### config.mk
export PLATFORM = sky130hd
export DESIGN_NAME = crg_fifo
export DESIGN_NICKNAME = d
export VERILOG_FILES = /design/src/rtl/core/crg_pkg.sv /design/src/rtl/core/crg_fifo.sv
export SDC_FILE = /design/constraint.sdc
export NUM_CORES = 1
export LEC_CHECK = 0
export BUFFER_PORTS_ARGS = -buffer_cell sky130_fd_sc_hd__buf_2
export CORE_MARGIN = 5
export CORE_UTILIZATION = 35
export DETAILED_ROUTE_END_ITERATION = 16
export GPL_TIMING_DRIVEN = 0
export PLACE_DENSITY_LB_ADDON = 0.1
export SYNTH_ARGS = -nofsm -noshare
export SYNTH_HDL_FRONTEND = slang
export SYNTH_SLANG_ARGS = --single-unit
### constraint.sdc
create_clock -name clk -period 14.66 [get_ports clk]
set_input_delay 2.932 -clock clk [delete_from_list [all_inputs] [get_ports clk]]
set_output_delay 2.932 -clock clk [all_outputs]
set_load 0.005 [all_outputs]
### src/rtl/core/crg_pkg.sv
// Shared types and constants for the camera ray generator.
package crg_pkg;

  localparam int ADDR_W = 6;
  localparam int DATA_W = 64;

  localparam logic [2:0] REG_IMAGE_WIDTH  = 3'd0;
  localparam logic [2:0] REG_IMAGE_HEIGHT = 3'd1;
  localparam logic [2:0] REG_TAN_HALF_FOV = 3'd2;
  localparam logic [2:0] REG_ROT_ROW0     = 3'd3;
  localparam logic [2:0] REG_ROT_ROW1     = 3'd4;
  localparam logic [2:0] REG_ROT_ROW2     = 3'd5;

  localparam logic [12:0] RST_IMAGE_WIDTH  = 13'd640;
  localparam logic [12:0] RST_IMAGE_HEIGHT = 13'd480;
  localparam logic [19:0] RST_TAN_HALF_FOV = 20'd65536;
  localparam logic [47:0] RST_ROT_ROW0     = 48'h0000_0000_4000;
  localparam logic [47:0] RST_ROT_ROW1     = 48'h0000_4000_0000;
  localparam logic [47:0] RST_ROT_ROW2     = 48'h4000_0000_0000;

  // unit length in Q1.14
  localparam logic [14:0] DIR_ONE = 15'd16384;

  typedef struct packed {
    logic signed [23:0] x;
    logic signed [23:0] y;
    logic signed [23:0] z;
  } origin_t;

  typedef struct packed {
    logic [12:0]       image_width;
    logic [12:0]       image_height;
    logic [19:0]       tan_half_fov;
    logic [2:0][47:0]  rot;
  } cfg_t;

  // classified item: screen offsets in signed Q14.4 pixels, clamped height
  typedef struct packed {
    logic signed [17:0] dx;
    logic signed [17:0] dy;
    logic [12:0]        h;
    origin_t            org;
  } front_item_t;

  // world direction ready for normalizing
  typedef struct packed {
    logic [2:0][29:0] mag;
    logic [2:0]       neg;
    logic [61:0]      sum;
    origin_t          org;
  } dir_item_t;

endpackage

### src/rtl/core/crg_fifo.sv
// Two-entry queue between front end and datapath.
module crg_fifo import crg_pkg::*; (
  input  logic        clk,
  input  logic        rst,
  input  logic        push,
  input  front_item_t push_item,
  output logic        pop_valid,
  output front_item_t pop_item,
  output logic        full
);

  front_item_t mem [2];
  logic        wptr;
  logic        rptr;
  logic [1:0]  count;
  logic        pop;

  assign pop       = count != 2'd0;
  assign pop_valid = pop;
  assign pop_item  = mem[rptr];
  assign full      = count == 2'd2;

  always_ff @(posedge clk) begin
    if (push) mem[wptr] <= push_item;
  end

  always_ff @(posedge clk) begin
    if (rst) begin
      wptr  <= 1'b0;
      rptr  <= 1'b0;
      count <= 2'd0;
    end else begin
      if (push) wptr <= ~wptr;
      if (pop)  rptr <= ~rptr;
      count <= count + {1'b0, push} - {1'b0, pop};
    end
  end

endmodule

# [Word level (Yosys, flattened, before mapping)]
# Memory sizes are Yosys's and may differ from the RTL's. A register that Yosys moved wholly into a read port is not among the register bits.
# Index checks and enable logic that the tools add are counted.
# Widths: inputs -> output; s select.
[classes] shift=0 multipliers=0 n_eq_ne=1 n_addsub=2 reduce_logical=1 div_mod_pow=0 bitwise=2 n_lt_le_gt_ge=0 n_mux=4
[op_table] op="$mux 1" count=4
[op_table] op="$add 2x1->2" count=1
[op_table] op="$eq 2x2->1 const B" count=1
[op_table] op="$not 1->1" count=2
[op_table] op="$reduce_bool 2->1" count=1
[op_table] op="$sub 2x1->2" count=1
[totals] latchBits=0 output_inout_bits=123 mem_bits_ro=0 input_bits=124 reg_bits=4 memories=1 mem_bits_rw=242 word_cells=14
[mem_list] name="mem" words=2 width=121 read_ports=1 rd_clocked_by_memory_dff=1 write_ports=1 line_no="crg_fifo.sv:12" source="front_item_t mem [2];"

# [Logic depth before layout (Yosys ltp)]
[depth] depth_word=3 mapped_depth=4 mapped_depth_nobuf=4

# [Least setup slack after synthesis]
# No wires, ideal clock.
[synth_timing] kind="input -> register" start="input push" end="memory mem[0][0] (netlist name), enable pin" t_arrival_ps=8181 path_stages=1 setup_time_ps=617 n_path_buf=0 required_ps=14043 slack_ps=5862 path_cell_list="nor2b_1"
[synth_via] elab_chain_cells=2
[synth_rtl] item="start, declared" line_no="crg_fifo.sv:5" source="input logic push,"
[synth_rtl] item="$mux 1" line_no="crg_fifo.sv:24" source="if (push) mem[wptr] <= push_item;"
[synth_rtl] item="$mux 1 (not written as such)" line_no="crg_fifo.sv:24"
[synth_rtl] item="end, declared" line_no="crg_fifo.sv:12"
# Every way passes these cells.

==> impl_metrics.toml <==
[floorplan]
die_w_um = 170.0
initial_core_util_pct = 35.59
boundaryPins = 247
die_area_um2 = 28900
die_h_um = 170.0
core_um2 = 25180
rows = 58

[routing]
avgViaCountPerCell = 4.465
antenna_left = 0
wl_um = 18420
drtIter0Drc = 191
vias = 4590
drc = 0
drt_first_pass_iters = 4
wire_per_inst_um = 17.92

[setup_path]
worstPathRequired_ps = 11730
rr_worst_depth = 3
critical_path_class = "flip-flop to output pin"
critPathMaxFanout = 10
start_kind = "flip-flop"
endpoint_kind = "output pin"
reg2reg_from = "wptr"
reg2reg_to = "mem[0][75]"
r2r_slack_ps = 12930
worstPathArrival_ps = 1850

[sta]
tightest_slew_ps = 707.9
rsz0062_at_grt = "false"
hold_viol_final = 0
finalSetupViolations = 0
worst_clock_skew_ps = 5.066
fin_crit_ps = 4780
finalSetupTns_ps = 0
relSlewSlack_pct = 52.70
finalMaxSlewViolations = 0
fmax_mhz = 209.2
finalCritPeriodShare_pct = 32.61

[power]
p_per_area_nw_per_um2 = 135.9
leakage_nw = 4.330
power_frac_comb_pct = 9.0
pwr-share-seq_pct = 52.8
peakVddDrop_mv = 0.09469
p_sw_mw = 0.3258
clkPwrFrac_pct = 38.2
swShare_pct = 20.69
p_int_mw = 1.249

[clock_network]
htreeDepth = 1
cts_tree = "yes"
ctsHoldBuffers = 0
clk_pin_slew_ps = 60
clk_path_buf_depth = 3
cts-resized-gates = 0
cts_made_buffers = 27
post_cts_buffers = 0
clk_latency_ps = 510
cts.sinks = 247
root_buffer = "clkbuf_16"

[layout]
syn2layout_area_growth_pct = 29.31
final_common_cell = "buf_2"
fin_nets = 804
final_core_util_pct = 46.02
drive_gt1_share_pct = 61.46
antenna_cells = 0
layout_common_cells = "buf_2, edfxtp_1, mux2_2"

[logic_synthesis]
ys_ff_latch = 247
avgSynthCellArea_um2 = 22.57
syn_area_um2 = 8961
synth_cells = 397
syn_nets = 522
yosys_warnings = 0
ys_types = 17
yosysSeqAreaShare_pct = 82.21

[global_route]
grt_pass1_vias = 5070
track_usage_pct = 12.13
gr-total-overflow = 0
antenna_found_initial = 1
grt_pass1_wl_um = 27380
grt_max_degree = 59

[hold_path]
hold_end = "rptr"
hold_class = "flip-flop to flip-flop"
min_path_cells = 2
worstHoldStart = "rptr"

[placement]
port_buffers = 246
dpl.hpwl_um = 13180
place.gp.congestion = 0.7227

[run]
drv_cap = 0

[status]
status = "finished clean"
worst max path at each step:
stage	slack, ps	endpoint	cells past startpoint
after detailed placement	10140	mem[0][73]	4
final	9880	pop_item[54]	4
after CTS	9800	pop_item[54]	4
after floorplan	5860	mem[0][0]	1
after global placement	2550	mem[0][79]	2
after global routing	9750	pop_item[58]	4
final cells by class:
| class | count | area, um2 |
|---|---|---|
| repair buffers | 253 | 1409 |
| clock buffers | 39 | 750.7 |
| fillers | 2187 | 13590 |
| well taps | 330 | 412.9 |
| flip-flops and latches | 247 | 7367 |
| clock inverters | 9 | 43.79 |
| plain buffers | 13 | 123.9 |
| multi-input cells | 137 | 1480 |
cells in the mapped netlist:
| cell | count | area share, % |
|---|---|---|
| xnor2_1 | 1 | 0.098 |
| dfxtp_1 | 5 | 1.1 |
| buf_4 | 1 | 0.084 |
| nor2b_1 | 4 | 0.28 |
| a21oi_1 | 1 | 0.056 |
| nor2_1 | 1 | 0.042 |
| ha_1 | 1 | 0.14 |
| buf_6 | 9 | 1.1 |
| nor3_1 | 3 | 0.17 |
| a21bo_2 | 1 | 0.11 |
| or2_2 | 1 | 0.070 |
| mux2_2 | 121 | 15 |
| o21a_1 | 1 | 0.084 |
| nand3b_1 | 1 | 0.084 |
| edfxtp_1 | 242 | 81 |
| and2_1 | 1 | 0.070 |
| buf_2 | 3 | 0.17 |
registers in the layout (all words and copies together) (netlist names), named ones only:
register	flops
count	2
wptr	1
rptr	1
mem	242
cells by family (layout without fill, tap and decap cells):
| family | after synthesis | count (layout) | share of synthesized area [%] |
|---|---|---|---|
| AO/OA/AOI/OAI | 3 | 3 | 0.2513 |
| XOR/XNOR | 1 | 1 | 0.09776 |
| adder cells (fa/ha/maj) | 1 | 1 | 0.1396 |
| buffers and inverters | 13 | 314 | 1.382 |
| multiplexers | 121 | 121 | 15.21 |
| flip-flops | 247 | 247 | 82.21 |
| AND/OR/NAND/NOR | 11 | 11 | 0.7121 |
power by group through the flow:
stage	registers [mW]	clock network (mW)	logic, mW
final	0.832	0.602	0.141
after global routing	0.834	0.657	0.155
after floorplan	0.851	0	0.0668
after CTS	0.832	0.625	0.147
after global placement	0.856	0	0.134
after detailed placement	0.847	0	0.146
worst max-delay path: stages (launching register included):
cell     delay (ps)
dfxtp_1         360
buf_4           290
buf_6           200
mux2_2          340
buf_2           140
stage by stage:
| stage | cells | power (mW) | setup slack, ps | cell area [um2] | hold slack, ps |
|---|---|---|---|---|---|
| global placement | 973 | 0.9899 | 2553 | 10610 | 521.3 |
| global route | 1028 | 1.647 | 9748 | 11590 | 595.3 |
| finish | 1028 | 1.575 | 9880 | 11590 | 563.4 |
| floorplan | 397 | 0.9175 | 5862 | 8961 | 496.5 |
| CTS | 1028 | 1.604 | 9797 | 11590 | 566.6 |
| detailed placement | 980 | 0.9930 | 10140 | 10790 | 553.8 |
metal layers:
| metal | GRT usage, % | vias to the layer above | part of all wire, % | wire length (um) |
|---|---|---|---|---|
| li1 | - | 2152 | - | - |
| met1 | 13.96 | 2258 | 38 | 7085 |
| met2 | 21.97 | 148 | 52 | 9578 |
| met3 | 3.879 | 30 | 7.2 | 1324 |
| met4 | 3.056 | 2 | 2.3 | 419 |
| met5 | 0 | - | 0.071 | 13 |
(Power assumes the default switching activity.)
