--- config.mk ---
export PLATFORM = sky130hd
export DESIGN_NAME = crg_regs
export DESIGN_NICKNAME = d
export VERILOG_FILES = /design/src/rtl/core/crg_pkg.sv /design/src/rtl/core/crg_regs.sv
export SDC_FILE = /design/constraint.sdc
export NUM_CORES = 1
export LEC_CHECK = 0
export BUFFER_PORTS_ARGS = -buffer_cell sky130_fd_sc_hd__buf_2
export CAP_MARGIN = 20
export CORE_MARGIN = 2
export CORE_UTILIZATION = 50
export DETAILED_ROUTE_END_ITERATION = 8
export PLACE_DENSITY = 0.93
export SYNTH_ARGS = -nofsm -noshare
export SYNTH_HDL_FRONTEND = slang
export SYNTH_SLANG_ARGS = --single-unit
--- constraint.sdc ---
create_clock -name clk -period 1.42 [get_ports clk]
set_input_delay 0 -clock clk [delete_from_list [all_inputs] [get_ports clk]]
set_output_delay 0 -clock clk [all_outputs]
set_load 0.1 [all_outputs]
--- src/rtl/core/crg_pkg.sv ---
// Shared types and constants for the camera ray generator.
package crg_pkg;

  localparam int ADDR_W = 6;
  localparam int DATA_W = 64;

  localparam logic [2:0] REG_IMAGE_WIDTH  = 3'd0;
  localparam logic [2:0] REG_IMAGE_HEIGHT = 3'd1;
  localparam logic [2:0] REG_TAN_HALF_FOV = 3'd2;
  localparam logic [2:0] REG_ROT_ROW0     = 3'd3;
  localparam logic [2:0] REG_ROT_ROW1     = 3'd4;
  localparam logic [2:0] REG_ROT_ROW2     = 3'd5;

  localparam logic [12:0] RST_IMAGE_WIDTH  = 13'd640;
  localparam logic [12:0] RST_IMAGE_HEIGHT = 13'd480;
  localparam logic [19:0] RST_TAN_HALF_FOV = 20'd65536;
  localparam logic [47:0] RST_ROT_ROW0     = 48'h0000_0000_4000;
  localparam logic [47:0] RST_ROT_ROW1     = 48'h0000_4000_0000;
  localparam logic [47:0] RST_ROT_ROW2     = 48'h4000_0000_0000;

  // unit length in Q1.14
  localparam logic [14:0] DIR_ONE = 15'd16384;

  typedef struct packed {
    logic signed [23:0] x;
    logic signed [23:0] y;
    logic signed [23:0] z;
  } origin_t;

  typedef struct packed {
    logic [12:0]       image_width;
    logic [12:0]       image_height;
    logic [19:0]       tan_half_fov;
    logic [2:0][47:0]  rot;
  } cfg_t;

  // classified item: screen offsets in signed Q14.4 pixels, clamped height
  typedef struct packed {
    logic signed [17:0] dx;
    logic signed [17:0] dy;
    logic [12:0]        h;
    origin_t            org;
  } front_item_t;

  // world direction ready for normalizing
  typedef struct packed {
    logic [2:0][29:0] mag;
    logic [2:0]       neg;
    logic [61:0]      sum;
    origin_t          org;
  } dir_item_t;

endpackage

--- src/rtl/core/crg_regs.sv ---
// Configuration register file with an APB-style port.
module crg_regs import crg_pkg::*; (
  input  logic              clk,
  input  logic              rst,
  input  logic              psel,
  input  logic              penable,
  input  logic              pwrite,
  input  logic [ADDR_W-1:0] paddr,
  input  logic [DATA_W-1:0] pwdata,
  output logic [DATA_W-1:0] prdata,
  output logic              pready,
  output cfg_t              cfg
);

  logic       wr;
  logic [2:0] idx;

  assign pready = 1'b1;
  assign wr     = psel & penable & pwrite;
  assign idx    = paddr[5:3];

  always_ff @(posedge clk) begin
    if (rst) begin
      cfg.image_width  <= RST_IMAGE_WIDTH;
      cfg.image_height <= RST_IMAGE_HEIGHT;
      cfg.tan_half_fov <= RST_TAN_HALF_FOV;
      cfg.rot[0]       <= RST_ROT_ROW0;
      cfg.rot[1]       <= RST_ROT_ROW1;
      cfg.rot[2]       <= RST_ROT_ROW2;
    end else if (wr) begin
      case (idx)
        REG_IMAGE_WIDTH:  cfg.image_width  <= pwdata[12:0];
        REG_IMAGE_HEIGHT: cfg.image_height <= pwdata[12:0];
        REG_TAN_HALF_FOV: cfg.tan_half_fov <= pwdata[19:0];
        REG_ROT_ROW0:     cfg.rot[0]       <= pwdata[47:0];
        REG_ROT_ROW1:     cfg.rot[1]       <= pwdata[47:0];
        REG_ROT_ROW2:     cfg.rot[2]       <= pwdata[47:0];
        default: ;
      endcase
    end
  end

  always_comb begin
    case (idx)
      REG_IMAGE_WIDTH:  prdata = {51'd0, cfg.image_width};
      REG_IMAGE_HEIGHT: prdata = {51'd0, cfg.image_height};
      REG_TAN_HALF_FOV: prdata = {44'd0, cfg.tan_half_fov};
      REG_ROT_ROW0:     prdata = {16'd0, cfg.rot[0]};
      REG_ROT_ROW1:     prdata = {16'd0, cfg.rot[1]};
      REG_ROT_ROW2:     prdata = {16'd0, cfg.rot[2]};
      default:          prdata = '0;
    endcase
  end

endmodule

Word level (Yosys, flattened, before mapping)
Cells that the tools add are included.
{"block": "classes", "eq_ne": 5, "n_mux": 1, "bitwise_logic": 2, "n_reduce_logical": 7}
{"operator": "one-hot mux 48 bit (6 select lines)", "n": 1}
{"operator": "AND reduction 2 bit", "n": 6}
{"operator": "== test 3 x 2 -> 1 bit (second input constant)", "n": 2}
{"operator": "== test 3 bit (second input constant)", "n": 2}
{"operator": "== test 3 x 1 -> 1 bit (second input constant)", "n": 1}
{"operator": "zero test 3 bit", "n": 1}
{"operator": "AND 1 bit", "n": 2}
{"block": "totals", "reg_bits": 190, "inputBits": 75, "out_inout_bits": 255, "word_cells": 21}

Logic depth before layout (Yosys ltp)
Gate-level depths: netlist of run 1.
{"block": "logic_depth", "depth_word": 3, "mapped_depth": 7}

Worst setup path before layout of run 1
OpenSTA, ideal clock, no wires.
{"block": "synth_path", "kind": "reg2out", "start": "register cfg[108] in the netlist's numbering", "end": "output prdata[12]", "t_arrival_ns": 3.448, "required_time_ns": 1.420, "slack_ns": -2.028, "path_stages_with_launch": 4, "n_path_buf": 0, "cell_sequence": "dfxtp_1 mux2_2 a22oi_1 o21ai_0"}
{"block": "synth_between", "elab_chain_cells": 1}
{"element": "from (decl)", "line": "crg_regs.sv:12", "text": "output cfg_t cfg"}
{"element": "one-hot mux 48 bit (6 select lines)", "line": "crg_regs.sv:44", "text": "case (idx)"}
{"element": "to (decl)", "line": "crg_regs.sv:10", "text": "output logic [DATA_W-1:0] prdata,"}
Every way passes these cells.

Final worst setup path of run 1
{"block": "layout_path", "start": "register cfg[164] in the netlist's numbering", "end": "output prdata[0]"}
Same word-level chain as after synthesis.

==> metrics.cfg, run 1 <==
[status]
status=finished, violations left
failed_checks=setup timing

[detailed_routing]
dr.first_iter.drc_count=1209
first_pass_iters=8
finalWirelength_um=36080
vias=10299
drtAntennaViolNets=0
avgViaCountPerCell=6.461
drc=0
wire_per_inst_um=22.63

[min_path]
hold_depth=4
hold_class=input port to flip-flop

[logic_synthesis]
ys.flop_type=dfxtp_1
ys_seq_elements=190
ys_seq_area_share_pct=42.52
async_reset_ff_share_pct=0
yosysTopAreaCell=dfxtp_1
synth_area_leaders=dfxtp_1 43%, mux2i_1 9.2%, nand3_1 9.0%
synth.top_cell.area_share_pct=42.52
syn_inst=1050
syn_area_sq_um=8946
syn_area_per_cell_sq_um=8.520
synth_edf_count=0
synth.distinct_cells=39
yosysWarningCount=0

[placement]
hpwl_um=22000
portBuffers=293
dp_cells=1501
post-place-ws_ps=-20.48
place.gp.congestion=0.8951

[sta]
period_minus_slack_ps=1626
drv_slew=0
setup_viol=12
relSlewSlack_pct=52.87
max_freq_mhz=614.8
tns_ps=-1299
fin_skew_ps=0
rsz0062_at_grt=true
tightestPinTransition_ps=704.3
fin_crit_sh_pct=114.5
hold_violations=0
layout_setup_ws_ps=-206.4

[worst_setup_path]
crit_chain=mux2_4 -> a32oi_2 -> o211ai_1 -> buf_12
r2r-end=cfg[32]
worstPathRequired_ps=1420
crit_type=flip-flop to output pin
crit_path_end=prdata[0]
worstSetupEndpointType=output pin
crit_start=cfg[164]
ff2ff_setup_slack_ps=530
max_stage_delay_ps=330
rr_worst_depth=2
cp-start-kind=flip-flop
critPathMaxFanout=2
critical-path-slowest-cell=dfxtp_2
crit_arrival_ps=1630
r2r_start=cfg[32]

[global_routing]
grt.total_usage_pct=37.03
grt_pass1_wl_um=54710
antenna_found_initial=0
grt_pass1_vias=9999
grt_max_degree=57
overflow=0

[finish]
nets=1431
finalNonFillerCells=1594
syn_to_final_growth_pct=52.59
diodes=0
layout_commonest_cell=buf_2
drive_gt1_share_pct=44.41
largest_reg_flops=190
final_cell_mix=242 x buf_2, 161 x nand3_1, 160 x a21oi_1
regMostFlops=cfg
largestRegisters=cfg x190

[floorplanning]
die_w_um=137.8
die_area_sq_um=18980
pin_count=330
row_count=48
initial_utilization_pct=51.36
die_h_um=137.8
core_sq_um=17420

[clock_network]
cts_sinks=190
cts_buffers=17
h-tree-depth=4
clk_latency_ps=430
cts_root_buffer=clkbuf_16
clock_tree.buffer_depth=2
cts_tree=built
path_clk_slew_ps=70

[pwr]
clockPowerShare_pct=40.0
swShare_pct=29.56
p_int_mw=8.550
p_sw_mw=3.588
seq_power_share_pct=43.9
powerDensity_nw_per_um2=889.1
p_leak_nw=5.484
power.total_mw=12.14
comb_power_share_pct=16.1
irDropWorstVdd_v=0.0008261

[job]
drv_cap=0

## what timing repair did
item / in CTS / in global routing
pin swaps: 12 / 1
setup buffers: 11 / 1
endpoints found under the setup margin: 13 / 29
resized for setup: 22 / 12
endpoints found under the hold margin: 190 / 0
hold buffers: 49 / 0
## stage by stage
stage | hold slack [ps] | area (sq um) | utilization, %
2_1_floorplan | 137.3 | 9915 | -
3_3_place_gp | 263.4 | 12350 | 70.88
5_1_grt | 215.0 | 13650 | 78.38
3_5_place_dp | 271.7 | 12350 | 70.88
6_report | 214.9 | 13650 | 78.38
4_1_cts | 182.8 | 13600 | 78.08
## Yosys cell counts, drive strengths merged (2+ instances only)
master   count
dfxtp      190
o21ai      166
nand3      161
a21oi      160
mux2i       82
buf         75
clkbuf      60
nand2b      34
o2bb2ai     28
nor2        20
mux2        18
nand2       10
a32oi        9
o22ai        7
a22oi        5
o211ai       4
o221ai       4
and2         2
conb         2
nor2b        2
## worst max-delay path, delay by kind of cell, from the launching register on
kind	cells	cell delay [ps]
multiplexers	1	280
AO/OA/AOI/OAI	2	380
buffers and inverters	1	210
flip-flops	1	330
## worst min-delay path by stage
| stage | startpoint | slack, ps | endpoint |
|---|---|---|---|
| 2_1_floorplan | pwdata[5] | 140 | cfg[101] |
| 5_1_grt | penable | 220 | cfg[96] |
| 3_5_place_dp | pwdata[35] | 270 | cfg[131] |
| 6_report | penable | 210 | cfg[96] |
| 4_1_cts | penable | 180 | cfg[96] |
| 3_3_place_gp | pwdata[26] | 260 | cfg[122] |
## metal layers
metal / share of wire, % / global-route usage (%) / wire length, um
met5: 0 / 0 / 0
met4: 6.0 / 22.90 / 2154
met3: 9.7 / 9.014 / 3492
met2: 50 / 62.55 / 18110
met1: 34 / 42.08 / 12310
## power groups by stage
stage	clock network (mW)	registers [mW]	logic [mW]
2_1_floorplan	0	5.73	0.976
6_report	4.86	5.33	1.95
5_1_grt	5.07	5.33	2.00
4_1_cts	4.84	5.33	1.88
3_5_place_dp	0	5.45	1.75
3_3_place_gp	0	5.45	1.72
## logic make-up (layout without fill, tap and decap cells)
family / Yosys count / count (layout) / share of synthesized area, %
AOI/OAI and AO/OA: 385 / 385 / 23.69
and+or+nand+nor: 237 / 237 / 13.83
DFF: 190 / 190 / 42.52
buffers and inverters: 136 / 440 / 8.434
muxes: 100 / 100 / 11.44
other: 2 / 17 / 0.08395
## cell type report
class                      count  area (sq um)
clock inverter                12         132.6
tap                          225         281.5
sequential                   190          4070
fill                        1030          3766
timing repair buffer         407          3456
inverter                       1         3.754
multi-input combinational    739          5249
clock buffer                  20         457.9
No activity file was read; power rests on OpenSTA's default activity.
==> run 2, diff against run 1 <==
- CTS_BUF_LIST: not set -> sky130_fd_sc_hd__clkbuf_4 sky130_fd_sc_hd__clkbuf_8 sky130_fd_sc_hd__clkbuf_16
- CTS_CLUSTER_DIAMETER: not set -> 80
==> metrics.cfg, run 2 (synthesized netlist as in run 1, its figures left out) <==
[status]
status=finished, violations left
failed_checks=setup timing

[detailed_routing]
first_pass_iters=6  ; -2
finalWirelength_um=36310  ; +0.66%
drtAntennaViolNets=0  ; unchanged
drc=0  ; unchanged
dr.first_iter.drc_count=1266  ; +4.7%
wire_per_inst_um=22.78  ; +0.66%
avgViaCountPerCell=6.544  ; +1.3%
vias=10431  ; +1.3%

[floorplanning]
initial_utilization_pct=51.36  ; unchanged
core_sq_um=17420  ; unchanged
die_h_um=137.8  ; unchanged
pin_count=330  ; unchanged
die_w_um=137.8  ; unchanged
row_count=48  ; unchanged
die_area_sq_um=18980  ; unchanged

[clock_network]
h-tree-depth=4  ; unchanged
cts_buffers=17  ; unchanged
cts_root_buffer=clkbuf_16
cts_sinks=190  ; unchanged
clock_tree.buffer_depth=2  ; unchanged
clk_latency_ps=430  ; about the same
path_clk_slew_ps=70  ; about the same
cts_tree=built

[worst_setup_path]
max_stage_delay_ps=330  ; about the same
path_buf_inv=1  ; unchanged
crit_chain=mux2_4 -> a32oi_2 -> o211ai_1 -> buf_12
path_delay_family=compound AO/OA/AOI/OAI gates
critical-path-slowest-cell=dfxtp_2
critPathMaxFanout=2  ; unchanged
worstPathRequired_ps=1420  ; about the same
crit_arrival_ps=1640  ; about the same
worstSetupEndpointType=output pin
crit_type=flip-flop to output pin
cp-start-kind=flip-flop

[pwr]
p_leak_nw=5.500  ; +0.29%
power.total_mw=12.17  ; +0.29%
clockPowerShare_pct=40.1  ; about the same
swShare_pct=29.42  ; -0.14 points
irDropWorstVdd_v=0.0008268  ; about the same
comb_power_share_pct=16.1  ; about the same
p_sw_mw=3.581  ; -0.17%
powerDensity_nw_per_um2=889.1  ; about the same
p_int_mw=8.591  ; +0.49%
seq_power_share_pct=43.8  ; about the same

[finish]
multi_input_area_sq_um=5280  ; +0.60%
syn_to_final_growth_pct=53.03
largestRegisters=cfg x190
final_cell_area_sq_um=13690  ; +0.29%
nets=1431  ; unchanged
final_cell_mix=242 x buf_2, 161 x nand3_1, 160 x a21oi_1
utilization_pct=78.61  ; +0.23 points
seq_area_sq_um=4071  ; about the same
drive_gt1_share_pct=44.63  ; +0.22 points
diodes=0  ; unchanged
finalNonFillerCells=1594  ; unchanged
regMostFlops=cfg
largest_reg_flops=190  ; unchanged
layout_commonest_cell=buf_2
nFillCells=1022  ; -0.78%

[sta]
fin_skew_ps=0  ; unchanged
period_minus_slack_ps=1642  ; +15.50 ps
setup_viol=11  ; -1
hold_violations=0  ; unchanged
max_freq_mhz=609.0  ; -0.94%
rsz0062_at_grt=true
drv_slew=0  ; unchanged
tightestPinTransition_ps=800.0  ; +95.71 ps
layout_setup_ws_ps=-221.9  ; -15.50 ps
relSlewSlack_pct=46.47  ; -6.4 points
fin_crit_sh_pct=115.6  ; +1.1 points

[global_routing]
grt_pass1_wl_um=54450  ; -0.48%
overflow=0  ; unchanged
grt_pass1_vias=10100  ; +1.0%
grt.total_usage_pct=36.96  ; -0.066 points
grt_max_degree=57  ; unchanged
antenna_found_initial=1  ; +1

[min_path]
hold_class=input port to flip-flop

[placement]
post-place-ws_ps=-20.48  ; unchanged
hpwl_um=22000  ; unchanged
placed_cell_area_sq_um=12350  ; unchanged
portBuffers=293  ; unchanged
dp_cells=1501  ; unchanged
place.gp.congestion=0.8951  ; unchanged

[job]
drv_cap=0  ; unchanged

## run 2: final timing paths
path / from / end / slack [ps] / depth (start not counted)
worst min register to register: cfg[128] / cfg[128] / 490 / 2
worst max-delay path: cfg[164] / prdata[0] / -220 / 4
worst max register to register: cfg[32] / cfg[32] / 530 / 2
worst min-delay path: penable / cfg[96] / 210 / 4
## run 2: worst min-delay path, stage by stage
cell     delay (ps)
buf_2           140
and4_4          290
nand3_1         120
a21oi_1          50
## run 2: through the flow
step / setup TNS (ps) / hold WS (ps)
after floorplan: -8549 / 137.3
final: -1288 / 214.0
after detailed placement: -35.84 / 271.7
after global routing: -1685 / 216.7
after CTS: -1123 / 183.0
after global placement: 0 / 263.4
## run 2: timing repair
action / 4_1_cts / 5_1_grt
hold endpoints to repair: 190 / 0
endpoints found under the setup margin: 13 / 29
pin swaps: 11 / 2
setup buffers: 11 / 1
hold buffers: 49 / 0
resized for setup: 22 / 17
## run 2: power by group through the flow
stage / logic, mW / clock network (mW) / registers, mW
after floorplan: 0.976 / 0 / 5.73
after global placement: 1.72 / 0 / 5.45
after detailed placement: 1.75 / 0 / 5.45
after CTS: 1.88 / 4.88 / 5.33
after global routing: 2.02 / 5.11 / 5.33
final: 1.96 / 4.88 / 5.33
## run 2: routing by layer
metal	wire [um]	vias up	GRT usage, %
met5	13	-	0
met4	2145	2	23.24
met3	3769	232	9.823
met2	18250	909	62.13
met1	12130	4888	41.59
li1	-	4400	-
## run 2: area by class of cell
cell class,count,area share [%]
Clock buffer,20,3.400
Timing Repair Buffer,407,25.24
Inverter,1,0.02742
Sequential cell,190,29.74
Tap cell,225,2.056
Clock inverter,12,0.9687
Multi-Input combinational cell,739,38.57
