<file path="src/rtl/core/crg_pkg.sv">
// Shared types and constants for the camera ray generator.
package crg_pkg;

  localparam int ADDR_W = 6;
  localparam int DATA_W = 64;

  localparam logic [2:0] REG_IMAGE_WIDTH  = 3'd0;
  localparam logic [2:0] REG_IMAGE_HEIGHT = 3'd1;
  localparam logic [2:0] REG_TAN_HALF_FOV = 3'd2;
  localparam logic [2:0] REG_ROT_ROW0     = 3'd3;
  localparam logic [2:0] REG_ROT_ROW1     = 3'd4;
  localparam logic [2:0] REG_ROT_ROW2     = 3'd5;

  localparam logic [12:0] RST_IMAGE_WIDTH  = 13'd640;
  localparam logic [12:0] RST_IMAGE_HEIGHT = 13'd480;
  localparam logic [19:0] RST_TAN_HALF_FOV = 20'd65536;
  localparam logic [47:0] RST_ROT_ROW0     = 48'h0000_0000_4000;
  localparam logic [47:0] RST_ROT_ROW1     = 48'h0000_4000_0000;
  localparam logic [47:0] RST_ROT_ROW2     = 48'h4000_0000_0000;

  // unit length in Q1.14
  localparam logic [14:0] DIR_ONE = 15'd16384;

  typedef struct packed {
    logic signed [23:0] x;
    logic signed [23:0] y;
    logic signed [23:0] z;
  } origin_t;

  typedef struct packed {
    logic [12:0]       image_width;
    logic [12:0]       image_height;
    logic [19:0]       tan_half_fov;
    logic [2:0][47:0]  rot;
  } cfg_t;

  // classified item: screen offsets in signed Q14.4 pixels, clamped height
  typedef struct packed {
    logic signed [17:0] dx;
    logic signed [17:0] dy;
    logic [12:0]        h;
    origin_t            org;
  } front_item_t;

  // world direction ready for normalizing
  typedef struct packed {
    logic [2:0][29:0] mag;
    logic [2:0]       neg;
    logic [61:0]      sum;
    origin_t          org;
  } dir_item_t;

endpackage

</file>
<file path="src/rtl/core/crg_front.sv">
// Front end: takes items, clamps image size, forms screen offsets.
module crg_front import crg_pkg::*; #(
  parameter int IMAGE_DIM_BITS = 12
) (
  input  logic        clk,
  input  logic        rst,
  input  logic        take,
  input  logic [15:0] pixel_row,
  input  logic [15:0] pixel_col,
  input  origin_t     org,
  input  cfg_t        cfg,
  output logic        item_valid,
  output front_item_t item
);

  localparam logic [15:0] DIM_LIMIT = 16'(1 << IMAGE_DIM_BITS);

  logic [15:0] w_clamp;
  logic [15:0] h_clamp;

  always_comb begin
    w_clamp = {3'd0, cfg.image_width};
    h_clamp = {3'd0, cfg.image_height};
    if (w_clamp == 16'd0) w_clamp = 16'd1;
    if (h_clamp == 16'd0) h_clamp = 16'd1;
    if (w_clamp > DIM_LIMIT) w_clamp = DIM_LIMIT;
    if (h_clamp > DIM_LIMIT) h_clamp = DIM_LIMIT;
  end

  always_ff @(posedge clk) begin
    if (rst) item_valid <= 1'b0;
    else     item_valid <= take;
  end

  // clamped size never exceeds the 13-bit register range
  always_ff @(posedge clk) begin
    if (take) begin
      item.dx  <= $signed({2'b00, pixel_col}) - $signed({2'b00, w_clamp[12:0], 3'b000});
      item.dy  <= $signed({2'b00, h_clamp[12:0], 3'b000}) - $signed({2'b00, pixel_row});
      item.h   <= h_clamp[12:0];
      item.org <= org;
    end
  end

endmodule

</file>
<file path="config.mk">
export PLATFORM = sky130hd
export DESIGN_NAME = crg_front
export DESIGN_NICKNAME = d
export VERILOG_FILES = /design/src/rtl/core/crg_pkg.sv /design/src/rtl/core/crg_front.sv
export SDC_FILE = /design/constraint.sdc
export NUM_CORES = 1
export LEC_CHECK = 0
export BUFFER_PORTS_ARGS = -buffer_cell sky130_fd_sc_hd__buf_2
export CAP_MARGIN = 5
export CORE_AREA = 2 2 161 163
export DETAILED_ROUTE_END_ITERATION = 10
export DIE_AREA = 0 0 163 165
export PLACE_DENSITY_LB_ADDON = 0.08
export REMOVE_ABC_BUFFERS = 1
export SLEW_MARGIN = 10
export SYNTH_ARGS = -nofsm -noshare
export SYNTH_HDL_FRONTEND = slang
export SYNTH_SLANG_ARGS = --single-unit
export TNS_END_PERCENT = 30
</file>
<file path="constraint.sdc">
create_clock -name clk -period 2.3 [get_ports clk]
set_clock_uncertainty 0.05 [all_clocks]
set_input_delay 0.115 -clock clk [delete_from_list [all_inputs] [get_ports clk]]
set_output_delay 0.115 -clock clk [all_outputs]
set_load 0.03 [all_outputs]
</file>
; Yosys cells after proc, flatten, opt, wreduce, memory -nomap -nowiden
; Cells that the tools add are included.
[word_totals]
reg_bits = 122
output_inout_bits = 122
[op_classes]
n_mux = 4
n_lt_le_gt_ge = 2
add_sub_neg = 2
n_reduce_logical = 2
[ops]
columns = operator, count
row1 = $mux W13, 4
row2 = $sub A16 B16 Y17, 2
row3 = $gt A16 B13 Y1 const B, 2
row4 = $logic_not A13 Y1, 2

; Depth between registers and ports, before layout
; Gate-level depths: netlist of the first run.
[depth]
depth_word = 5
depth_mapped = 11

; Worst setup path after synthesis of the first run
; No wires, ideal clock.
[synth_timing]
path_type = input to register
startpoint = in cfg[181] (netlist bit)
endpoint = reg item[118] (netlist bit) (data pin)
n_path_buf = 0
setup_ns = 0.258
arrival_time_ns = 1.957
slack_ns = 0.035
path_stages = 11
cell_sequence = nor4_1 -> a31oi_1 -> nor2_1 -> ha_1 -> inv_1 -> fa_1 -> a21o_2 -> a211oi_2 -> nor2_1 -> a31oi_1 -> xnor2_1
[synth_via]
elab_chain_len = 5
[synth_lines]
columns = element, line
row1 = from (decl), crg_front.sv:11  ; input cfg_t cfg,
row2 = $logic_not A13 Y1, crg_front.sv:24  ; if (w_clamp == 16'd0) w_clamp = 16'd1;
row3 = $mux W13 (*), crg_front.sv:24
row4 = $gt A16 B13 Y1, crg_front.sv:26  ; if (w_clamp > DIM_LIMIT) w_clamp = DIM_LIMIT;
row5 = $mux W13 (*), crg_front.sv:26
row6 = $sub A16 B16 Y17 (*), crg_front.sv:38  ; item.dx <= $signed({2'b00, pixel_col}) - $signed({2'b00, w_clamp[12:0], 3'b000});
row7 = to (decl), crg_front.sv:13  ; output front_item_t item
; Every way passes the cells marked *; elsewhere a longest branch is shown, timed or not.
; A chain may end at the register's enable or synchronous reset.

; Worst setup path after layout of the first run
; Ends and elaborated chain as after synthesis.

==> impl_metrics.env, run 1 <==
export IMPL_htree_levels=4
export IMPL_syn2layout_area_growth_pct=65.11
export IMPL_worstSetupEndpointType="flop"
export IMPL_cts_buffer_depth=2
export IMPL_drt_wirelength_per_cell_um=14.93
export IMPL_required_ns=2.41
export IMPL_sw_frac_of_total_pct=29.92
export IMPL_layout_commonest_cell="buf_2"
export IMPL_synth_edff_count=119
export IMPL_timing_final_hold_violations=0
export IMPL_synthAdderAreaFrac_pct=6.977
export IMPL_grt_max_degree=51
export IMPL_clkPwrFrac_pct=40.5
export IMPL_final_nets=1045
export IMPL_post_dp_cell_area_mm2=0.007018
export IMPL_yosys_warnings=0
export IMPL_power_density_mw_per_mm2=812.0
export IMPL_synth_xor_area_share_pct=3.757
export IMPL_dieArea_mm2=0.02690
export IMPL_num_vias=4190
export IMPL_vias_per_cell=3.938
export IMPL_worst_pin_slew_ns=0.4324
export IMPL_ys_async_sr_fraction_pct=0
export IMPL_antenna_found_initial=1
export IMPL_drtAntennaViolNets=0
export IMPL_critPathKind="in -> reg"
export IMPL_synthMuxAreaShare_pct=0.1952
export IMPL_grt_overflow=0
export IMPL_die_w_um=163
export IMPL_synth_cell_type_count=49
export IMPL_post_cts_setup_buffers=0
export IMPL_power_frac_seq_pct=39.4
export IMPL_arrival_ns=2.26
export IMPL_cts_tree="yes"
export IMPL_critPathMaxStageDelay_ns=0.39
export IMPL_setup_viol=0
export IMPL_cp_start_kind="input pin"
export IMPL_drt_wl_total_um=15880
export IMPL_boundaryPins=419
export IMPL_netSwitchingPower_mw=2.057
export IMPL_grt_pass1_wl_um=23490
export IMPL_rows=58
export IMPL_netlist_area_mm2=0.005129
export IMPL_drc_errors=0
export IMPL_cp_max_fo=2
export IMPL_gr_usage_all_layers_pct=11.62
export IMPL_yosys_area_share_simple_pct=8.929
export IMPL_critPathTopFamily="compound AO/OA/AOI/OAI gates"
export IMPL_drv_cap=0
export IMPL_rsz0062_at_grt="yes"
export IMPL_core_mm2=0.02504
export IMPL_drtIter0Drc=177
export IMPL_fin_tns_setup_ns=0
export IMPL_place_congestion=0.7931
export IMPL_path_clk_slew_ns=0.07
export IMPL_max_freq_ghz=0.4662
export IMPL_final_cell_mix="253 x buf_2, 119 x edfxtp_1, 78 x dlygate4sd3_1"
export IMPL_relSlewSlack_pct=71.17
export IMPL_cts_root_buffer="clkbuf_16"
export IMPL_status="finished clean"
export IMPL_synthCells=350
export IMPL_combPwrFrac_pct=20.1
export IMPL_yosysSeqAreaShare_pct=70.07
export IMPL_cp_slowest_cell="fa_1"
export IMPL_numCtsBuffers=17
export IMPL_power_leakage_nw=3.659
export IMPL_crit_buf_inv=2
export IMPL_ir_drop_mv=0.3707
export IMPL_intPower_mw=4.819
export IMPL_firstDrtPassIters=4
export IMPL_period_needed_ns=2.145
export IMPL_synth_compound_area_share_pct=7.587
export IMPL_finalInstanceArea_mm2=0.008468
export IMPL_io_buffer_count=254
export IMPL_crit_chain="buf_2, nor4_2, a31oi_1, nor2_1, ha_1, inv_1, fa_1, a21o_2, a211oi_4, nor2_1, a31oi_1, xnor2_1"
export IMPL_synthFlopType="edfxtp_1"
export IMPL_synth_seq_cells=120
export IMPL_cts_sinks=120
export IMPL_drive_gt1_share_pct=44.34
export IMPL_start_util_pct=20.48
export IMPL_die_h_um=165
export IMPL_finalCritPeriodShare_pct=93.27
export IMPL_grt_pass1_vias=4314
export IMPL_report_final_slew_viol_count=0
export IMPL_syn_avg_cell_area_um2=14.65
export IMPL_synth_top_family_by_area="simple AND/OR/NAND/NOR gates"
export IMPL_dp_final_hpwl_um=11690
export IMPL_hp_class="in -> reg"
[kinds of logic after synthesis]
kind of cell | Yosys count
compound gates | 61
xor+xnor | 22
fa+ha+maj | 28
buf+inv | 32
flops | 120
mux | 1
simple gates | 86
[repair_timing]
action,CTS,global route
endpoints found under the setup margin,4,8
endpoints found under the hold margin,78,0
resized for setup,2,7
hold buffers,78,0
[cell type report]
| type | count | area, µm² |
|---|---|---|
| Timing Repair Buffer | 359 | 2295 |
| Antenna cell | 1 | 2.502 |
| Sequential cell | 120 | 3593 |
| Multi-Input combinational cell | 198 | 1468 |
| Clock buffer | 17 | 425.4 |
| Fill cell | 2523 | 16570 |
| Inverter | 24 | 90.09 |
| Clock inverter | 15 | 181.4 |
| Tap cell | 330 | 412.9 |
[power groups by stage]
stage               Clock (mW)  Combinational, mW  Sequential, mW
floorplan                    0              0.303            3.20
finish                    2.78               1.38            2.71
global placement             0               1.28            2.76
detailed placement           0               1.27            2.75
global route              2.98               1.50            2.73
CTS                       2.89               1.39            2.71
[cells in the mapped netlist, drive strengths merged, types with 2 or more instances]
library cell,count,area share (%)
a21o,3,0.46
a21oi,20,2.0
a311oi,2,0.34
a31oi,5,0.61
and3,2,0.24
buf,2,0.29
clkbuf,6,0.44
edfxtp,119,70
ha,27,6.6
inv,24,1.8
nand2,21,1.5
nand2b,3,0.37
nand3,2,0.20
nand3b,2,0.29
nor2,17,1.2
nor2b,16,2.0
nor3,7,0.68
nor4,4,0.49
o2111ai,2,0.34
o21a,5,0.73
o21ai,12,1.2
o31ai,3,0.44
or2,3,0.37
or3,2,0.27
or4,3,0.51
xnor2,11,1.9
xor2,11,1.9
[tightest hold or removal path: cells and delay by family]
family	cells	cell delay (ns)
adders and majority gates	1	0.11
buffers and inverters	2	0.18
[through the flow]
step           setup WS (ns)  utilization (%)  total power, mW  std cells  hold WS (ns)
2_1_floorplan        0.03519                -            3.500        342        0.1366
3_3_place_gp         -0.4438            28.03            4.038        953        0.2220
3_5_place_dp         -0.5222            28.03            4.029        953        0.2238
4_1_cts              0.03425            33.61            6.995       1063       0.01966
5_1_grt            -0.004564            33.81            7.209       1063       0.03965
6_report              0.1549            33.82            6.876       1064       0.05071
[path summary, 6_finish.rpt]
check / startpoint / endpoint / slack (ns) / cells past startpoint
setup / recovery: cfg[181] / item[118]$_DFFE_PP_ / 0.15 / 12
hold / removal: pixel_row[1] / item[86]$_DFFE_PP_ / 0.05 / 3
[state kept, by name, indices dropped and copies added (netlist names)]
| name | count |
|---|---|
| item_valid | 1 |
| item | 119 |
[routing by layer]
metal / vias up / track usage (%) / wire [µm]
met5: - / 0 / 0
li1: 2056 / - / -
met3: 14 / 4.269 / 1313
met1: 1935 / 15.73 / 7655
met2: 185 / 17.06 / 6704
met4: 0 / 3.982 / 208
Power figures use the tool's default switching activity.
==> run 2, diff against run 1 <==
PLACE_DENSITY_LB_ADDON = default   (was 0.08)
==> impl_metrics.env, run 2 (synthesis results as in run 1) <==
export IMPL_status="finished clean"
export IMPL_grt_max_degree=48
export IMPL_finalCritPeriodShare_pct=92.15
export IMPL_report_final_slew_viol_count=0
export IMPL_grt_overflow=0
export IMPL_drv_cap=0
export IMPL_drt_wl_total_um=18140
export IMPL_drc_errors=0
export IMPL_dieArea_mm2=0.02690
export IMPL_netSwitchingPower_mw=2.020
export IMPL_fin_ws_ns=0.1805
export IMPL_clkPwrFrac_pct=40.2
export IMPL_cp_max_fo=2
export IMPL_drive_gt1_share_pct=46.04
export IMPL_relSlewSlack_pct=74.44
export IMPL_sw_frac_of_total_pct=29.05
export IMPL_htree_levels=4
export IMPL_die_w_um=163
export IMPL_largest_reg_flops=119
export IMPL_num_vias=4292
export IMPL_drt_wirelength_per_cell_um=16.63
export IMPL_place_inst=978
export IMPL_layout_commonest_cell="buf_2"
export IMPL_final_nets=1070
export IMPL_core_mm2=0.02504
export IMPL_largestRegisters="item x119, item_valid x1"
export IMPL_numCtsBuffers=17
export IMPL_fin_tns_setup_ns=0
export IMPL_syn2layout_area_growth_pct=68.16
export IMPL_place_congestion=0.8228
export IMPL_grt_pass1_wl_um=25360
export IMPL_critPathKind="in -> reg"
export IMPL_boundaryPins=419
export IMPL_ir_drop_mv=0.3151
export IMPL_setup_viol=0
export IMPL_nFillCells=2497
export IMPL_arrival_ns=2.23
export IMPL_timing_final_hold_violations=0
export IMPL_largest_register="item"
export IMPL_rows=58
export IMPL_drtAntennaViolNets=0
export IMPL_worst_pin_slew_ns=0.3816
export IMPL_io_buffer_count=254
export IMPL_grt_pass1_vias=4430
export IMPL_start_util_pct=20.48
export IMPL_cp_start_kind="input pin"
export IMPL_cts_buffer_depth=2
export IMPL_post_cts_setup_buffers=0
export IMPL_antenna_found_initial=7
export IMPL_cts_tree="yes"
export IMPL_power_density_mw_per_mm2=806.0
export IMPL_required_ns=2.41
export IMPL_vias_per_cell=3.934
export IMPL_firstDrtPassIters=4
export IMPL_cts_root_buffer="clkbuf_16"
export IMPL_cts_sinks=120
export IMPL_hp_class="in -> reg"
export IMPL_rsz0062_at_grt="no"
export IMPL_drtIter0Drc=232
export IMPL_worstSetupEndpointType="flop"
export IMPL_fin_cells=1091
export IMPL_power_frac_seq_pct=39.0
export IMPL_pre_cts_ws_ns=-0.3623
export IMPL_path_clk_slew_ns=0.06
export IMPL_combPwrFrac_pct=20.8
export IMPL_dp_final_hpwl_um=14310
export IMPL_gr_usage_all_layers_pct=13.04
export IMPL_period_needed_ns=2.119
export IMPL_power_leakage_nw=3.777
export IMPL_intPower_mw=4.932
export IMPL_final_cell_mix="253 x buf_2, 119 x edfxtp_1, 78 x dlygate4sd3_1"
export IMPL_die_h_um=165
export IMPL_max_freq_ghz=0.4718
-- run 2: changes by cell type in the layout (fill, tap and decap cells not counted), moves of 2 or more --
| cell | previous run | this run |
|---|---|---|
| inv_8 | 4 | 2 |
| clkinv_2 | 0 | 2 |
| clkinv_4 | 2 | 4 |
| inv_6 | 5 | 3 |
| nor4_4 | 2 | 0 |
| diode_2 | 1 | 3 |
| buf_4 | 25 | 51 |
| nor4_1 | 1 | 3 |
-- run 2: power by group through the flow --
stage / registers, mW / logic (mW) / clock network (mW)
after global routing: 2.73 / 1.56 / 2.99
final: 2.71 / 1.45 / 2.79
after global placement: 2.76 / 1.33 / 0
after CTS: 2.71 / 1.46 / 2.89
after detailed placement: 2.76 / 1.34 / 0
after floorplan: 3.20 / 0.303 / 0
-- run 2: final timing paths --
kind	startpoint	to	slack (ns)	depth (start not counted)
max	cfg[185]	item[118]$_DFFE_PP_	0.18	13
min	pixel_col[4]	item[107]$_DFFE_PP_	0.03	2
-- run 2: what timing repair did --
item / CTS / global route
gates resized for setup: 0 / 5
hold endpoints to repair: 78 / 0
setup endpoints to repair: 0 / 5
hold buffers: 78 / 0
-- run 2: worst max-delay path: stages --
cell and delay [ns]:
buf_2 0.11, nor3_2 0.17, buf_4 0.14, a31oi_1 0.08
nor2_1 0.11, ha_1 0.17, inv_1 0.05, fa_1 0.38
a21o_2 0.26, a211oi_4 0.23, nor2_1 0.11, a31oi_1 0.21
xnor2_1 0.09
-- run 2: through the flow --
step | utilization [%] | area [µm²] | hold slack [ns] | total power [mW]
2_1_floorplan | - | 5091 | 0.1366 | 3.500
3_3_place_gp | 28.73 | 7193 | 0.2277 | 4.085
3_5_place_dp | 28.73 | 7193 | 0.2333 | 4.096
4_1_cts | 34.31 | 8591 | 0.01365 | 7.063
5_1_grt | 34.43 | 8620 | 0.01953 | 7.278
6_report | 34.45 | 8625 | 0.03136 | 6.951
-- run 2: area by class of cell --
cell class	count	area (µm²)	area share [%]
clock inverter	15	191.4	2.220
inverter	24	90.09	1.045
clock buffer	17	425.4	4.933
antenna	3	7.507	0.08704
sequential	120	3593	41.67
tap	330	412.9	4.787
timing repair buffer	384	2470	28.64
multi-input combinational	198	1434	16.63
-- run 2: metal layers --
| metal | wire (µm) | track usage, % | share of wire [%] | up-vias |
|---|---|---|---|---|
| li1 | - | - | - | 2105 |
| met2 | 7815 | 20.20 | 43 | 201 |
| met3 | 1760 | 5.374 | 9.7 | 19 |
| met1 | 8345 | 16.72 | 46 | 1959 |
| met5 | 57 | 0 | 0.31 | - |
| met4 | 159 | 3.701 | 0.88 | 8 |
==> run 3, diff against run 2 <==
ABC_AREA = 1   (was default)
CORE_AREA = 2 2 165 167   (was 2 2 161 163)
DIE_AREA = 0 0 167 169   (was 0 0 163 165)
==> impl_metrics.env, run 3 <==
export IMPL_largest_reg_flops=119
export IMPL_synth_top_family_by_area="simple AND/OR/NAND/NOR gates"
export IMPL_sw_frac_of_total_pct=30.15
export IMPL_largest_register="item"
export IMPL_cts_tree="yes"
export IMPL_grt_pass1_wl_um=26900
export IMPL_gr_usage_all_layers_pct=12.52
export IMPL_synth_xor_area_share_pct=2.020
export IMPL_cp_max_fo=4
export IMPL_critPathTopFamily="simple AND/OR/NAND/NOR gates"
export IMPL_syn2layout_area_growth_pct=62.90
export IMPL_synthAdderAreaFrac_pct=6.350
export IMPL_combPwrFrac_pct=21.8
export IMPL_die_w_um=167
export IMPL_setup_viol=0
export IMPL_dieArea_mm2=0.02822
export IMPL_fin_tns_setup_ns=0
export IMPL_drc_errors=0
export IMPL_drt_wl_total_um=18090
export IMPL_period_needed_ns=2.023
export IMPL_regArea_mm2=0.003593
export IMPL_critPathMaxStageDelay_ns=0.33
export IMPL_synthFlopType="edfxtp_1"
export IMPL_critPathKind="in -> reg"
export IMPL_holdPathStages=2
export IMPL_boundaryPins=419
export IMPL_crit_chain="buf_2, inv_2, nand2_1, nor2_1, nand4_1, buf_4, a21oi_1, ha_1, nand2_1, clkinv_1, nand3_1, nand2_2, nand3_1, nand2_1, nand2_1, nand2_1"
export IMPL_report_final_slew_viol_count=0
export IMPL_final_cell_mix="253 x buf_2, 129 x nand2_1, 119 x edfxtp_1"
export IMPL_place_congestion=0.8687
export IMPL_fin_cells=1286
export IMPL_crit_buf_inv=4
export IMPL_yosys_area_share_simple_pct=17.01
export IMPL_cpMostUsedCell="nand2_1"
export IMPL_yosysTopAreaCellShare_pct=63.41
export IMPL_rows=60
export IMPL_drtAntennaViolNets=0
export IMPL_synthTopCellsByCount="129 x nand2_1, 119 x edfxtp_1, 90 x inv_1"
export IMPL_layout_commonest_cell="buf_2"
export IMPL_place_inst=1174
export IMPL_grt_max_degree=67
export IMPL_firstDrtPassIters=4
export IMPL_min_to="item[107]$_DFFE_PP_"
export IMPL_grt_overflow=0
export IMPL_power_density_mw_per_mm2=752.0
export IMPL_cts_root_buffer="clkbuf_16"
export IMPL_die_h_um=169
export IMPL_antenna_found_initial=7
export IMPL_synthTopCellsByArea="edfxtp_1 63%, nand2_1 8.6%, ha_1 6.0%, inv_1 6.0%, nor2_1 2.6%"
export IMPL_largestRegisters="item x119, item_valid x1"
export IMPL_ir_drop_mv=0.4055
export IMPL_power_leakage_nw=4.405
export IMPL_yosysTopAreaCell="edfxtp_1"
export IMPL_final_nets=1254
export IMPL_drive_gt1_share_pct=39.38
export IMPL_synthCells=519
export IMPL_drv_cap=0
export IMPL_max_freq_ghz=0.4942
export IMPL_multiInputGateArea_mm2=0.001658
export IMPL_min_delay_start="pixel_col[4]"
export IMPL_post_cts_setup_buffers=0
export IMPL_netlist_area_mm2=0.005635
export IMPL_grt_pass1_vias=5010
export IMPL_rsz0062_at_grt="no"
export IMPL_numCtsBuffers=17
export IMPL_start_util_pct=21.27
export IMPL_pre_cts_ws_ns=-0.1479
export IMPL_synth_cell_type_count=31
export IMPL_cp_slowest_cell="ha_1"
export IMPL_drtIter0Drc=301
export IMPL_cts_buffer_depth=2
export IMPL_finalCritPeriodShare_pct=87.97
export IMPL_cp_start_kind="input pin"
export IMPL_fin_util_pct=34.64
export IMPL_clkPwrFrac_pct=39.1
export IMPL_yosysMostFrequentCell="nand2_1"
export IMPL_syn_avg_cell_area_um2=10.86
export IMPL_io_buffer_count=254
export IMPL_fin_ws_ns=0.2767
export IMPL_path_clk_slew_ns=0.06
export IMPL_netSwitchingPower_mw=2.082
export IMPL_hp_class="in -> reg"
export IMPL_htree_levels=4
export IMPL_num_vias=5045
export IMPL_drt_wirelength_per_cell_um=14.06
export IMPL_required_ns=2.41
export IMPL_vias_per_cell=3.923
export IMPL_ys_async_sr_fraction_pct=0
export IMPL_arrival_ns=2.13
export IMPL_intPower_mw=4.822
export IMPL_core_mm2=0.02650
export IMPL_synth_compound_area_share_pct=4.041
export IMPL_synth_edff_count=119
export IMPL_yosysSeqAreaShare_pct=63.77
export IMPL_dp_final_hpwl_um=13870
export IMPL_status="finished clean"
export IMPL_relSlewSlack_pct=77.01
export IMPL_worstSetupEndpointType="flop"
export IMPL_worst_pin_slew_ns=0.3448
export IMPL_synth_seq_cells=120
export IMPL_nFillCells=2664
export IMPL_power_frac_seq_pct=39.1
export IMPL_cts_sinks=120
export IMPL_timing_final_hold_violations=0
export IMPL_synthMuxAreaShare_pct=0
export IMPL_yosys_warnings=0
run 3: cell count changes in the layout (fill, tap and decap cells not counted), sizes merged, moves of 7 or more:
cell and delta:
nor2 +23, nand3 +27, inv +70, nand4 +10, xnor2 -7, o21ai -9, buf +13, a21oi +9
nor2b -16, nand2 +116
run 3: worst max path at each step:
stage | start | end | slack, ns | cells past startpoint
floorplan | cfg[166] | item[98]$_DFFE_PP_ | 0.06 | 14
global placement | cfg[175] | item[99]$_DFFE_PP_ | -0.18 | 16
detailed placement | cfg[175] | item[99]$_DFFE_PP_ | -0.15 | 16
CTS | cfg[175] | item[99]$_DFFE_PP_ | 0.30 | 16
global route | cfg[175] | item[95]$_DFFE_PP_ | 0.009 | 14
finish | cfg[175] | item[99]$_DFFE_PP_ | 0.28 | 16
run 3: metrics by stage:
stage	instance area [µm²]	hold WS [ns]	power, mW
after global placement	7814	0.2226	4.144
final	9180	0.04305	6.903
after detailed placement	7814	0.2291	4.152
after CTS	9173	0.02095	7.010
after global routing	9175	0.04133	7.241
after floorplan	5600	0.1362	3.537
run 3: cells by family (layout without fill, tap and decap cells):
| kind of cell | after synthesis | count (layout) |
|---|---|---|
| and+or+nand+nor | 223 | 223 |
| xor gates and xnor gates | 13 | 13 |
| AOI/OAI and AO/OA | 37 | 37 |
| adders and majority gates | 28 | 28 |
| buffers and inverters | 98 | 521 |
| other | 0 | 3 |
| DFF | 120 | 120 |
run 3: metal layers:
| layer | share of wire (%) | routed length, µm | vias to the layer above | GRT usage (%) |
|---|---|---|---|---|
| li1 | - | - | 2554 | - |
| met1 | 44 | 7902 | 2222 | 15.46 |
| met2 | 42 | 7662 | 227 | 18.82 |
| met3 | 11 | 2046 | 34 | 5.962 |
| met4 | 2.3 | 424 | 8 | 5.060 |
| met5 | 0.27 | 49 | - | 0 |
run 3: layout make-up:
| type | instances | area share, % |
|---|---|---|
| antenna | 3 | 0.08178 |
| clock buffer | 17 | 4.634 |
| clock inverter | 15 | 1.772 |
| inverter | 93 | 3.803 |
| multi-input combinational | 301 | 18.06 |
| sequential | 120 | 39.14 |
| tap | 341 | 4.648 |
| timing repair buffer | 396 | 27.86 |
run 3: repair_timing:
| item | CTS | global route |
|---|---|---|
| hold endpoints to repair | 77 | 0 |
| hold buffers | 77 | 0 |
| gates resized for setup | 0 | 0 |
run 3: power groups by stage:
stage / clock [mW] / sequential, mW / combinational (mW)
2_1_floorplan: 0 / 3.18 / 0.353
3_3_place_gp: 0 / 2.74 / 1.40
3_5_place_dp: 0 / 2.74 / 1.41
4_1_cts: 2.79 / 2.70 / 1.52
5_1_grt: 2.89 / 2.72 / 1.63
6_report: 2.70 / 2.70 / 1.51
